**src/design/pmc_pkg.sv**
```systemverilog
// Shared types and constants for the maze carver.
package pmc_pkg;

    // Default cell count along one side of the maze
    localparam int SIDE_DEF = 64;

    // Width of the random word and of the divider's dividend
    localparam int RAND_W = 16;

    // Field widths of the request and result
    localparam int START_W = 6;
    localparam int POS_W   = 8;
    localparam int ADDED_W = 3;
    localparam int FSIZE_W = 13;

    // Request codes
    localparam logic CMD_START = 1'b0;
    localparam logic CMD_STEP  = 1'b1;

    // Cell colours, plus a code for a neighbour that lies off the grid
    typedef logic [1:0] t_cell;
    localparam t_cell CELL_BLACK  = 2'd0;
    localparam t_cell CELL_MARKED = 2'd1;
    localparam t_cell CELL_WHITE  = 2'd2;
    localparam t_cell CELL_NONE   = 2'd3;

    // Datapath operations, one issued by the controller each cycle
    typedef enum logic [3:0] {
        OP_NONE,
        OP_DIV_R,
        OP_TAKE_XY,
        OP_TAKE_P,
        OP_CLR_INIT,
        OP_CLR,
        OP_WR_START,
        OP_RD_PICK,
        OP_RD_LAST,
        OP_MOVE,
        OP_NB_RD,
        OP_NB_GET,
        OP_JOIN,
        OP_MARK,
        OP_OUT,
        OP_IDLE_OUT
    } t_op;

    // Controller to datapath
    typedef struct packed {
        logic accept;
        t_op  op;
    } t_ctrl;

    // Datapath to controller
    typedef struct packed {
        logic is_start;
        logic div_busy;
        logic count_zero;
        logic clr_last;
        logic nb_last;
    } t_stat;

endpackage

```
**src/design/pmc_ctrl.sv**
```systemverilog
// Controller: sequences the datapath through start and step requests.
module pmc_ctrl import pmc_pkg::*; (
    input  logic  i_clk,
    input  logic  i_rst_n,
    input  logic  i_start,
    input  logic  i_cmd,
    input  t_stat i_stat,
    output t_ctrl o_ctrl,
    output logic  o_busy
);

    typedef enum logic [3:0] {
        S_IDLE,
        S_CLR0,
        S_CLR,
        S_WP,
        S_RP,
        S_RL,
        S_MV,
        S_NB0,
        S_NB,
        S_JN,
        S_MK,
        S_OUT
    } t_state;

    t_state r_state;
    t_op    r_op;
    logic   accept;

    assign accept = i_start && (r_state == S_IDLE);

    // Hold state and the operation for the next cycle
    always_ff @(posedge i_clk) begin
        if (!i_rst_n) begin
            r_state <= S_IDLE;
            r_op    <= OP_NONE;
        end else begin
            unique case (r_state)
                S_IDLE: begin
                    r_op <= OP_NONE;
                    if (accept) begin
                        if (i_cmd == CMD_START) begin
                            r_state <= S_CLR0;
                            r_op    <= OP_TAKE_XY;
                        end else if (i_stat.count_zero) begin
                            r_state <= S_OUT;
                            r_op    <= OP_IDLE_OUT;
                        end else begin
                            r_state <= S_WP;
                            r_op    <= OP_DIV_R;
                        end
                    end
                end
                S_CLR0: begin
                    r_op    <= OP_CLR_INIT;
                    r_state <= S_CLR;
                end
                S_CLR: begin
                    if (r_op == OP_CLR && i_stat.clr_last) begin
                        r_op    <= OP_WR_START;
                        r_state <= S_NB0;
                    end else begin
                        r_op <= OP_CLR;
                    end
                end
                S_WP: begin
                    r_op <= OP_NONE;
                    if (r_op != OP_DIV_R && !i_stat.div_busy) begin
                        r_op    <= OP_TAKE_P;
                        r_state <= S_RP;
                    end
                end
                S_RP: begin
                    r_op    <= OP_RD_PICK;
                    r_state <= S_RL;
                end
                S_RL: begin
                    r_op    <= OP_RD_LAST;
                    r_state <= S_MV;
                end
                S_MV: begin
                    r_op    <= OP_MOVE;
                    r_state <= S_NB0;
                end
                S_NB0: begin
                    r_op    <= OP_NB_RD;
                    r_state <= S_NB;
                end
                S_NB: begin
                    if (r_op == OP_NB_RD) begin
                        r_op <= OP_NB_GET;
                    end else if (!i_stat.nb_last) begin
                        r_op <= OP_NB_RD;
                    end else if (i_stat.is_start) begin
                        r_op    <= OP_MARK;
                        r_state <= S_MK;
                    end else begin
                        r_op    <= OP_JOIN;
                        r_state <= S_JN;
                    end
                end
                S_JN: begin
                    r_op    <= OP_MARK;
                    r_state <= S_MK;
                end
                S_MK: begin
                    if (r_op == OP_MARK && i_stat.nb_last) begin
                        r_op    <= OP_OUT;
                        r_state <= S_OUT;
                    end else begin
                        r_op <= OP_MARK;
                    end
                end
                default: begin
                    r_op    <= OP_NONE;
                    r_state <= S_IDLE;
                end
            endcase
        end
    end

    assign o_ctrl.accept = accept;
    assign o_ctrl.op     = r_op;
    assign o_busy        = (r_state != S_IDLE);

endmodule

```
**config.mk**
```make
export PLATFORM = sky130hd
export DESIGN_NAME = pmc_ctrl
export DESIGN_NICKNAME = d
export VERILOG_FILES = /design/src/design/pmc_pkg.sv /design/src/design/pmc_ctrl.sv
export SDC_FILE = /design/constraint.sdc
export NUM_CORES = 1
export LEC_CHECK = 0
export BUFFER_PORTS_ARGS = -buffer_cell sky130_fd_sc_hd__buf_2
export CAP_MARGIN = 10
export CORE_MARGIN = 2
export CORE_UTILIZATION = 45
export CTS_BUF_LIST = sky130_fd_sc_hd__clkbuf_2 sky130_fd_sc_hd__clkbuf_4 sky130_fd_sc_hd__clkbuf_8
export DETAILED_ROUTE_END_ITERATION = 10
export PLACE_DENSITY = 0.67
export SYNTH_ARGS = -nofsm -noshare
export SYNTH_HDL_FRONTEND = slang
export SYNTH_SLANG_ARGS = --single-unit
```
**constraint.sdc**
```tcl
create_clock -name i_clk -period 1.83 [get_ports i_clk]
set_input_delay 0.2745 -clock i_clk [delete_from_list [all_inputs] [get_ports i_clk]]
set_output_delay 0.2745 -clock i_clk [all_outputs]
set_load 0.005 [all_outputs]
```
# ---- Word-level counts from Yosys, hierarchy flattened
# Cells that the tools add are included.
dict set report totals {
  register_bits 8
  latchBits 0
  ram_bits 0
  romBits 0
  inputBits 9
  out_inout_bits 6
  elab_cells 50
  memories 0
}
dict set report op_classes {
  n_addsub 0
  n_mul 0
  div_mod_pow 0
  n_lt_le_gt_ge 0
  n_eq_ne 20
  n_shift 0
  mux 20
  bitwise_logic 0
  reduce_logical 8
}
# cell n
set ops {}
lappend ops {{$pmux 4 s11} 2}
lappend ops {{$mux 4} 11}
lappend ops {{$eq 4x3->1 const B} 5}
lappend ops {{$eq 4x4->1 const B} 5}
lappend ops {{$ne 2x2->1 const B} 6}
lappend ops {{$eq 4x2->1 const B} 2}
lappend ops {{$mux 2} 4}
lappend ops {{$mux 3} 2}
lappend ops {{$reduce_and 6->1} 1}
lappend ops {{$eq 4x1->1 const B} 1}
lappend ops {{$logic_and 1x1->1} 4}
lappend ops {{$logic_not 4->1} 1}
lappend ops {{$ne 4x1->1 const B} 1}
lappend ops {{$reduce_bool 4->1} 1}
lappend ops {{$logic_not 1->1} 1}
lappend ops {{$mux 1} 1}

# ---- Logic depth before layout (Yosys ltp)
# Gate-level depths: netlist of run 1.
dict set report logic_depth {
  depth_word 4
  mapped_depth 6
  depth_no_buf 5
}

# ---- Least setup slack after synthesis of run 1
# No wires, ideal clock.
dict set report synth_timing {
  path_kind {register to register}
  start {reg r_op[2]}
  end {reg r_state[3]}
  setup_ns 0.084
  arrival_time_ns 1.332
  t_required_ns 1.746
  path_slack_ns 0.414
  stages_incl_launch_ff 6
  n_path_buf 0
  path_cell_list {dfxtp_1 -> nand3b_4 -> o311a_4 -> nor4_4 -> nand3_1 -> o31ai_2}
}
dict set report synth_between {
  elab_chain_cells 4
  word_cells_on_any_way 12
}
# element line
set synth_rtl {}
lappend synth_rtl {{from (decl)} pmc_ctrl.sv:28} ;# t_op r_op;
lappend synth_rtl {{from (signal assigned)} pmc_ctrl.sv:37} ;# r_op <= OP_NONE;
lappend synth_rtl {{from (signal assigned)} pmc_ctrl.sv:41} ;# r_op <= OP_NONE;
lappend synth_rtl {{from (signal assigned)} pmc_ctrl.sv:45} ;# r_op <= OP_TAKE_XY;
lappend synth_rtl {{$eq 4x4->1 (tied with other cells)} pmc_ctrl.sv:108} ;# if (r_op == OP_MARK && i_stat.nb_last) begin
lappend synth_rtl {{$logic_and 1x1->1, on equally long branches} {pmc_ctrl.sv:108, pmc_ctrl.sv:60, pmc_ctrl.sv:69}}
lappend synth_rtl {{$ne 2x2->1 (no line)} --}
lappend synth_rtl {{$reduce_and 6->1 (no line) *} --}
lappend synth_rtl {{to (signal assigned)} pmc_ctrl.sv:105} ;# r_state <= S_MK;
lappend synth_rtl {{to (signal assigned)} pmc_ctrl.sv:110} ;# r_state <= S_OUT;
lappend synth_rtl {{to (signal assigned)} pmc_ctrl.sv:117} ;# r_state <= S_IDLE;
lappend synth_rtl {{to (decl)} pmc_ctrl.sv:27} ;# t_state r_state;
# Mark *: on every way between the ends. The rest lies on a longest branch, timed or not.
# A chain may end at the register's enable or synchronous reset.

==> results of run 1 <==
==> path summary, 6_finish.rpt <==
path,startpoint,end,slack [ns],depth (start not counted)
setup reg to reg,r_state[3],r_state[3],0.26,6
hold reg to reg,r_state[3],r_state[2],0.61,1
hold / removal,i_rst_n,r_state[1],0.33,3
setup / recovery,r_state[0],o_ctrl[4],0.17,3
==> synthesized netlist by cell type, types with 2 or more instances <==
master	count
nand2_1	7
nor3_1	3
nand3_1	3
dfxtp_1	8
buf_4	2
buf_2	3
a21oi_1	5
and3_1	3
inv_1	5
a31oi_1	5
a221o_1	2
nor2_1	9
nor2b_1	4
or3_1	2
mux2i_1	3
o21ai_1	2
o21ai_0	7
==> metrics by stage <==
step,hold slack [ns],instances
after floorplan,0.421,93
after global placement,0.576,120
after global routing,0.330,123
after detailed placement,0.588,120
after CTS,0.322,123
final,0.329,123
==> power by group <==
group / internal, µW / switching (µW)
Sequential: 251 / 131
Clock: 74.7 / 55.6
Combinational: 407 / 458
Total: 733 / 645
==> metal layers <==
layer / routed length (µm) / GRT usage [%] / up-vias
met5: 0 / 0 / -
li1: - / - / 378
met2: 857 / 31.8 / 32
met3: 139 / 6.94 / 2
met1: 816 / 27.0 / 360
met4: 21 / 4.24 / 0
==> worst max-delay path: cells and delay by family, from the launching register on <==
kind,cells,cell delay [ns]
DFF,1,0.60
buffers and inverters,1,0.14
and+or+nand+nor,2,0.40
==> final cells by class <==
type	instances	area share, %
inverters	6	2.72
repair buffers	17	11.2
flip-flops and latches	8	19.4
well taps	16	2.42
clock buffers	3	2.72
multi-input cells	73	61.6
==> flip-flops by register name, indices dropped and copies added, names as in the netlist <==
name / count
r_state: 4
r_op: 4
==> cell families (layout without fill, tap and decap cells) <==
logic type	Yosys count	in the layout	share of synthesized area, %
AND/OR/NAND/NOR	38	38	32.2
AO/OA/AOI/OAI	31	31	32.2
multiplexers	4	4	5.69
buffers and inverters	12	26	7.76
flip-flops	8	8	22.1
==> key figures, run 1 <==
Outcome
  • Status: complete, no violations

Detailed routing
  • Initial drt markers: 27
  • Drt pass-1 iters: 7
  • Post-route DRC: 0
  • WL/cell: around 15 µm
  • Vias: 772
  • Final wirelength: between 1500 and 2000 µm
  • DR vias/cell: 6.28
  • Antenna viol nets, final: 0

Place
  • Port Buf Inserts: 14
  • Placer Congestion: 0.906
  • HPWL after DPL: between 1000 and 1500 µm
  • Pre-CTS WS: about 0.27 ns
  • Area after DPL: slightly above 800 µm²

STA
  • Max Fclk: approximately 600 MHz
  • Worst setup margin: ~0.17 ns
  • Setup Skew: just over 0.006 ns
  • Worst-Margin Slew: slightly above 0.5 ns
  • Setup TNS: 0 ns
  • Final count of pins violating max slew: 0
  • Hold Violations, Final: 0
  • Endpoints failing setup: 0
  • Post-route clock period utilization: around nine tenths
  • Min cycle time layout: 1.66 ns
  • Slew margin rel.: approximately two thirds
  • RSZ-0062 raised after global routing: false

Finish
  • Ant diodes: 0
  • Number of fill cells: 136
  • Most frequent cells in the layout: 14 x buf_2, 9 x nor2_1, 8 x dfxtp_1
  • Final core utilization: between 50% and 60%
  • Layout cells sized above 1: a little over a quarter
  • Commonest non-fill, non-tap cell in the layout: buf_2
  • Fin area: 827 µm²
  • Layout Nets: approximately 120
  • Area delta synth->final: 14.0%
  • Multi-input logic area: approximately 510 µm²
  • Storage element area: roughly 160 µm²

Die
  • Num rows: 14
  • Die height: between 40 and 50 µm
  • Core area: 1510 µm²
  • I/O pin cnt: 15
  • Chip Width: approximately 44 µm
  • DIE AREA: 1950 µm²
  • Starting Density: slightly below 50%

Global routing
  • Total grt overflow: 0
  • Largest net degree at the start of global routing: 17
  • Total GRT Usage: approximately 20%
  • Initial antenna violation count: 0
  • First-pass GRT wire length: 2910 µm
  • Vias in the first global route: 660

Pwr
  • LEAKAGE: 0.000370 µW
  • Power Density: approximately 1700 nW/µm²
  • Peak supply drop: around 1200 µV
  • Pwr Total: roughly 1400 µW

Worst setup path
  • Critical Path Sink Type: primary output
  • Crit path arrival time: 1.38 ns
  • WS Path Type: register to primary output
  • Critical path's slowest cell: dfxtp_1
  • Critical-path cell list: nor2_1 -> and3_1 -> buf_2
  • CP Launch Type: register
  • Max incr delay on CP: 0.60 ns
  • Required time of the critical path: ~1.6 ns
  • Crit-path max FO: 16

Yosys
  • Post-synthesis sequential area ratio: 22.1%
  • Synthesized instance count: between 90 and 100
  • Synth warnings: 0
  • Syn_nets: roughly 100
  • Synth area leaders: dfxtp_1 22%, o21ai_0 4.8%, nor2_1 4.7%, a31oi_1 4.3%, mux2i_1 4.1%
  • Post-synth EDFFs: 0
  • Ys flop type: dfxtp_1
  • Avg Cell Area, Syn: between 7 and 8 µm²
  • FF+latch count, synth: 8
  • Top-area cell type share of the netlist area: 22.1%
  • Ys async rst share: 0%
  • Cell taking the most area after synthesis: dfxtp_1
  • Post-synth cell types: 37
  • Mapped cell area: ~730 µm²

Clocking
  • Clock Latency Late Sink: about 0.25 ns
  • H-tree levels: 1
  • Max Root-Sink Buffers: 2
  • Clock-pin slew on the worst setup and hold paths: ~0.05 ns
  • Setup bufs post-CTS: 0
  • CTS tree: done
  • Post-CTS sizing: 0
  • CTS sink cnt: 8
  • CTS Hold Buffers Added: 0
  • Clock buffer count from CTS: 3
  • Root buffer cell: clkbuf_4

Job
  • Max-cap violations: 0

Min path
  • Type of the most critical hold path: input port to register
Power figures use the tool's default switching activity.
==> run 2: changes to the inputs <==
Settings changed: HOLD_SLACK_MARGIN from default to 0.03, PLACE_DENSITY 0.67 to 0.8.
==> run 2 against run 1 <==
Combinational power up 3.8%. Clock skew is 0.0026 ns higher. Via count rose by 4.5%. Count of clock-buffer cells in the layout unchanged. Non-clock buffer count rose by 1. Critical path type unchanged. Largest power group unchanged. Highest routed layer unchanged.
==> key figures, run 2 (same netlist as run 1, synthesis figures left out) <==
Finish
  • Multi-input logic area: approximately 500 µm²
  • Area delta synth->final: 15.3%
  • Most frequent cells in the layout: 14 x buf_2, 8 x nor2_1, 8 x dfxtp_1
  • Layout cells sized above 1: roughly 29%
  • Ant diodes: 0
  • Commonest non-fill, non-tap cell in the layout: buf_2
  • Layout Nets: about 120
  • Non-Filler Instances: roughly 120
  • Number of fill cells: 138
  • Storage element area: ~160 µm²
  • Final core utilization: between 50% and 60%
  • Biggest registers after layout: r_op x4, r_state x4

Clocking
  • Clock-pin slew on the worst setup and hold paths: 0.05 ns
  • Root buffer cell: clkbuf_4
  • Max Root-Sink Buffers: 2
  • Setup bufs post-CTS: 0
  • CTS sink cnt: 8
  • H-tree levels: 1
  • CTS tree: done
  • Clock buffer count from CTS: 3
  • Clock Latency Late Sink: roughly 0.26 ns

Worst setup path
  • CP top delay family: simple AND/OR/NAND/NOR gates
  • WS Path Type: register to primary output
  • Crit-path max FO: 9
  • CP Launch Type: register
  • Crit path arrival time: 1.41 ns
  • Critical-path cell list: buf_4 -> nor2_2 -> and3_1 -> buf_2
  • Required time of the critical path: approximately 1.6 ns
  • Critical path's slowest cell: dfxtp_1
  • Setup slack, reg-to-reg: between 0.2 and 0.25 ns
  • Critical Path Sink Type: primary output
  • Max incr delay on CP: approximately 0.40 ns
  • CP bufs+invs: 2

Place
  • Port Buf Inserts: 14
  • Pre-CTS WS: around 0.25 ns
  • HPWL after DPL: roughly 1500 µm
  • Placer Congestion: about 0.95
  • Placed cells: roughly 120

Detailed routing
  • WL/cell: roughly 17 µm
  • Drt pass-1 iters: 4
  • Antenna viol nets, final: 0
  • Post-route DRC: 0
  • Initial drt markers: 42
  • Vias: about 800
  • Final wirelength: around 2000 µm
  • DR vias/cell: ~6.5

STA
  • RSZ-0062 raised after global routing: false
  • Max Fclk: between 500 and 600 MHz
  • Hold Violations, Final: 0
  • Post-route clock period utilization: 92.0%
  • Min cycle time layout: 1.68 ns
  • Min Hold Slack: 0.313 ns
  • Setup TNS: 0 ns
  • Setup Skew: slightly below 0.009 ns
  • Endpoints failing setup: 0
  • Worst setup margin: roughly 0.15 ns
  • Worst-Margin Slew: roughly 0.48 ns
  • Final count of pins violating max slew: 0
  • Slew margin rel.: between 60% and 70%

Pwr
  • Power Density: ~1700 nW/µm²
  • Peak supply drop: ~850 µV
  • LEAKAGE: 0.000376 µW

Global routing
  • Vias in the first global route: between 700 and 800
  • Busiest layer in global routing: met2
  • First-pass GRT wire length: 3230 µm
  • Total grt overflow: 0
  • Total GRT Usage: roughly 23%
  • Initial antenna violation count: 0
  • GR Layer Usage met2: between 40% and 50%
  • Largest net degree at the start of global routing: 11
  • GR Util met3: 4.90%
  • GR Layer Usage met1: between 20% and 30%

Die
  • Die height: between 40 and 50 µm
  • I/O pin cnt: 15
  • Num rows: 14
  • DIE AREA: between 1500 and 2000 µm²
  • Core area: between 1500 and 2000 µm²
  • Chip Width: 44.2 µm
  • Starting Density: approximately half

Job
  • Max-cap violations: 0

Min path
  • Type of the most critical hold path: input port to register

Outcome
  • Status: complete, no violations
## run 2: changes by cell type in the layout (fill, tap and decap cells not counted)
| cell | before | now |
|---|---|---|
| buf_4 | 3 | 4 |
| nor2_1 | 9 | 8 |
| nor2_2 | 0 | 1 |
## run 2: area by class of cell
cell class | instances | area share [%]
tap | 16 | 2.39
timing repair buffer | 18 | 12.0
multi-input combinational | 73 | 61.1
clock buffer | 3 | 2.69
sequential | 8 | 19.1
inverter | 6 | 2.69
## run 2: through the flow
| step | area, µm² | total power, µW |
|---|---|---|
| floorplan | 726 | 1030 |
| global placement | 812 | 1230 |
| detailed placement | 812 | 1260 |
| CTS | 835 | 1400 |
| global route | 837 | 1530 |
| finish | 837 | 1430 |
## run 2: worst reg2reg max path: cells and delay by family, from the launching register on
kind	cells	cell delay [ns]
AO/OA/AOI/OAI	2	0.16
AND/OR/NAND/NOR	3	0.65
buffers and inverters	1	0.22
flip-flops	1	0.50
## run 2: path summary, 6_finish.rpt
check               endpoint  startpoint  depth (start not counted)
setup / recovery   o_ctrl[4]  r_state[1]                          4
hold / removal    r_state[1]     i_rst_n                          3
setup reg to reg  r_state[3]  r_state[1]                          6
hold reg to reg   r_state[1]  r_state[1]                          2
## run 2: power by group
group	total [µW]	switching [µW]	leakage (µW)	internal (µW)
Sequential	395	144	0.0000660	251
Clock	133	58.3	0.0000138	74.9
Combinational	898	479	0.000296	420
## run 2: metal layers
metal  part of all wire [%]  wire, µm
met1                     40       822
met2                     48       986
met3                    8.1       166
met4                    3.5        72
met5                      0         0
## run 2: what timing repair did
| item | CTS | global route |
|---|---|---|
| hold buffers | 0 | 0 |
| gates resized for setup | 0 | 1 |
| setup endpoints to repair | 0 | 1 |
